==> src/rtl/apt_div_step.sv <==
// One restoring division step: shift in one dividend bit, subtract if it fits.
module apt_div_step #(
  parameter int unsigned DW = 64,
  parameter int unsigned QW = 33
) (
  input  logic [DW-1:0] rem_i,
  input  logic [QW-1:0] lo_i,
  input  logic [DW-1:0] ud_i,
  output logic [DW-1:0] rem_o,
  output logic [QW-1:0] lo_o
);
  logic [DW:0] trial;
  logic [DW:0] diff;
  logic        ge;

  assign trial = {rem_i, lo_i[QW-1]};
  assign diff  = trial - {1'b0, ud_i};
  assign ge    = ~diff[DW];
  assign rem_o = ge ? diff[DW-1:0] : trial[DW-1:0];
  assign lo_o  = {lo_i[QW-2:0], ge};
endmodule

==> config.mk <==
export PLATFORM = sky130hd
export DESIGN_NAME = apt_div_step
export DESIGN_NICKNAME = d
export VERILOG_FILES = /design/src/rtl/apt_div_step.sv
export SDC_FILE = /design/constraint.sdc
export NUM_CORES = 1
export LEC_CHECK = 0
export BUFFER_PORTS_ARGS = -buffer_cell sky130_fd_sc_hd__buf_4
export CORE_ASPECT_RATIO = 0.8
export CORE_MARGIN = 8
export CORE_UTILIZATION = 45
export DETAILED_ROUTE_END_ITERATION = 6
export PLACE_DENSITY = 0.75
export RECOVER_POWER = 25
export SLEW_MARGIN = 20
export SYNTH_ARGS = -nofsm -noshare
export SYNTH_HDL_FRONTEND = slang
export SYNTH_SLANG_ARGS = --single-unit
==> constraint.sdc <==
create_clock -name vclk -period 5.2
set_input_delay 1.04 -clock vclk [all_inputs]
set_output_delay 1.04 -clock vclk [all_outputs]
set_load 0.05 [all_outputs]
==> metrics.csv <==
stage,metric,value,unit
pwr,"IR drop worst, VDD",0.134,mV
timing,final hold slack,2.08,ns
worst_setup_path,critical path's slowest cell,fa_2,
logic_synthesis,synthesized instance count,755,
pwr,clock share of power,0,%
logic_synthesis,top cell type by total area after synthesis,mux2_4,
pwr,switch share,55.6,%
job,maxcap violations,0,
logic_synthesis,syn_area_per_cell,7.18,sq um
logic_synthesis,Syn Nets,981,
logic_synthesis,top-area cell type share of the netlist area,16.4,%
global_routing,largest net degree at the start of global routing,18,
pwr,sw power,938,uW
worst_setup_path,CP endpoint kind,output port,
placement,final HPWL from detailed placement,15.5,mm
detailed_routing,Routed Antenna Nets,0,
logic_synthesis,xor and xnor area share after synthesis,9.70,%
finish,Storage cell area,0,sq um
finish,filler cell count,1059,
placement,port bufs,194,
finish,Finished Core Util,65.1,%
pwr,register share of total power,0,%
detailed_routing,Starting DRT DRC Count,439,
floorplan,die width,139,um
logic_synthesis,Post-synth top cells,"84 x a21oi_1, 84 x inv_1, 64 x ha_1",
pwr,Combinational Power Share,100.0,%
timing,Final Hold Viols,0,
detailed_routing,Routed WL,18.4,mm
detailed_routing,drt pass-1 iters,4,
logic_synthesis,"Distinct cells, synth",62,
timing,minimum clock period,5.27,ns
finish,layout cells sized above 1,39.5,%
pwr,PD cells,216,nW/um^2
logic_synthesis,yosys warns,0,
timing,max-slew violations,0,
worst_setup_path,critical-path maximum fanout,8,
logic_synthesis,sequential fraction of the synthesis area,0,%
logic_synthesis,compound-gate portion of the synthesized area,27.4,%
worst_setup_path,startpoint types,primary input,
logic_synthesis,multiplexer share of the synthesized area,17.5,%
pwr,Internal,750,uW
floorplan,Die H,114,um
floorplan,core area,12000,sq um
floorplan,io pins,258,
finish,area grow syn2layout,44.0,%
floorplan,Die ar.,15800,sq um
pwr,Pleak,4.06,nW
timing,Max Clk Rate,0.190,GHz
timing,final worst slack,-0.0731,ns
outcome,outcome,"finished, violations left",
timing,RSZ-0062 raised after global routing,true,
worst_setup_path,Critical Path AT,4.23,ns
finish,# clk buffers,0,
finish,nets,1207,
placement,Placer Congestion,0.941,
global_routing,Tot GR Track Use,21.4,%
logic_synthesis,Adder-Cell Fraction of Synth Area,15.2,%
finish,sequential cells,0,
finish,Non-Filler Instances,1131,
logic_synthesis,leading post-synthesis cells by cell area,"mux2_4 16%, ha_1 15%, a21oi_1 7.8%",
finish,Ant. Diodes,0,
worst_setup_path,Crit Path Class,in2out,
floorplan,initial core utilization,45.2,%
global_routing,GR Overflow Total,0,
outcome,failing checks,negative setup slack,
global_routing,antenna violations before repair,0,
pwr,Total Power,1.69,mW
placement,dpl cells,1120,
timing,Worst Tran Pin Value,0.643,ns
global_routing,first-pass GRT wire length,29.5,mm
hold_path,Hold Path Class,in2out,
detailed_routing,WL/cell,16.3,um
timing,fin crit share,101,%
logic_synthesis,Post-Syn Area,5420,sq um
worst_setup_path,worst path required time,4.16,ns
worst_setup_path,CP peak stage delay,0.36,ns
detailed_routing,via count,6209,
detailed_routing,DRC viols,0,
timing,setup violators final,60,
placement,dpl cell area,7310,sq um
global_routing,vias in the first global route,6155,
detailed_routing,Vias/cell,5.49,
timing,slew margin rel.,56.5,%
logic_synthesis,largest family of logic cells by synthesized area,compound AO/OA/AOI/OAI gates,
finish,"final std cell area, no fill",7800,sq um
worst_setup_path,crit-path cells,"buf_6, inv_4, ha_4, fa_2, and2b_1, o211ai_1, a31o_1, o21ai_2, a41oi_2, a211o_1, a21oi_2, nor3_2, nor3_4, clkinv_4, buf_8, mux2_4, buf_4",
logic_synthesis,post-synthesis simple-gate area fraction,16.0,%
floorplan,number of placement rows,36,
-- logic make-up (layout without fill, tap and decap cells) --
group | Yosys count | after routing
AOI/OAI and AO/OA | 234 | 234
and+or+nand+nor | 174 | 174
buffers and inverters | 157 | 381
adders and majority gates | 65 | 65
muxes | 65 | 65
xor gates and xnor gates | 60 | 60
-- metal layers --
| metal | routed length [um] | GRT usage (%) | vias up |
|---|---|---|---|
| met5 | 0 | 0 | - |
| met4 | 280 | 3.14 | 0 |
| met3 | 1310 | 4.17 | 24 |
| met2 | 8260 | 35.9 | 229 |
| met1 | 8540 | 28.5 | 2834 |
| li1 | - | - | 3122 |
-- power groups by stage --
stage | Sequential (mW) | Clock, mW | Combinational (mW)
2_1_floorplan | 0 | 0 | 1.15
3_3_place_gp | 0 | 0 | 1.53
3_5_place_dp | 0 | 0 | 1.54
4_1_cts | 0 | 0 | 1.66
5_1_grt | 0 | 0 | 1.79
6_report | 0 | 0 | 1.69
-- area by class of cell --
class / count / area (sq um) / area share (%)
inverters: 85 / 327 / 4.19
multi-input cells: 598 / 4760 / 61.1
well taps: 152 / 190 / 2.44
repair buffers: 296 / 2520 / 32.3
-- worst max-delay path, delay by kind of cell --
| kind | cells | cell delay (ns) |
|---|---|---|
| muxes | 1 | 0.30 |
| and+or+nand+nor | 3 | 0.54 |
| AOI/OAI and AO/OA | 6 | 1.15 |
| buffers and inverters | 5 | 0.67 |
| adders and majority gates | 2 | 0.51 |
-- path summary, 6_finish.rpt --
check       end  slack [ns]  cells after the start     start
min    lo_o[23]        2.08                      0  lo_i[22]
max    rem_o[6]       -0.07                     17  lo_i[32]
-- stage by stage --
stage | TNS, ns | setup WS (ns)
2_1_floorplan | -0.0862 | -0.0431
3_3_place_gp | -3.61 | -0.0804
6_report | -3.16 | -0.0731
5_1_grt | -12.82 | -0.228
3_5_place_dp | -11.16 | -0.219
4_1_cts | -3.43 | -0.0811
-- cells in the final DEF, fill, tap and decap left out, types with 32 or more instances in the layout --
cell and instances:
buf_6 56, inv_1 83, buf_4 233, xnor2_1 36
nand2_1 56, o21ai_0 40, ha_1 61, a21oi_1 80
mux2_4 59, nor2_1 32
-- repair_timing --
action | CTS | global route
setup endpoints to repair | 62 | 64
pin swaps | 8 | 5
hold buffers | 0 | 0
gates resized for setup | 69 | 23
buffers inserted | 8 | 3
cloned | 2 | 0
Power figures use the tool's default switching activity.
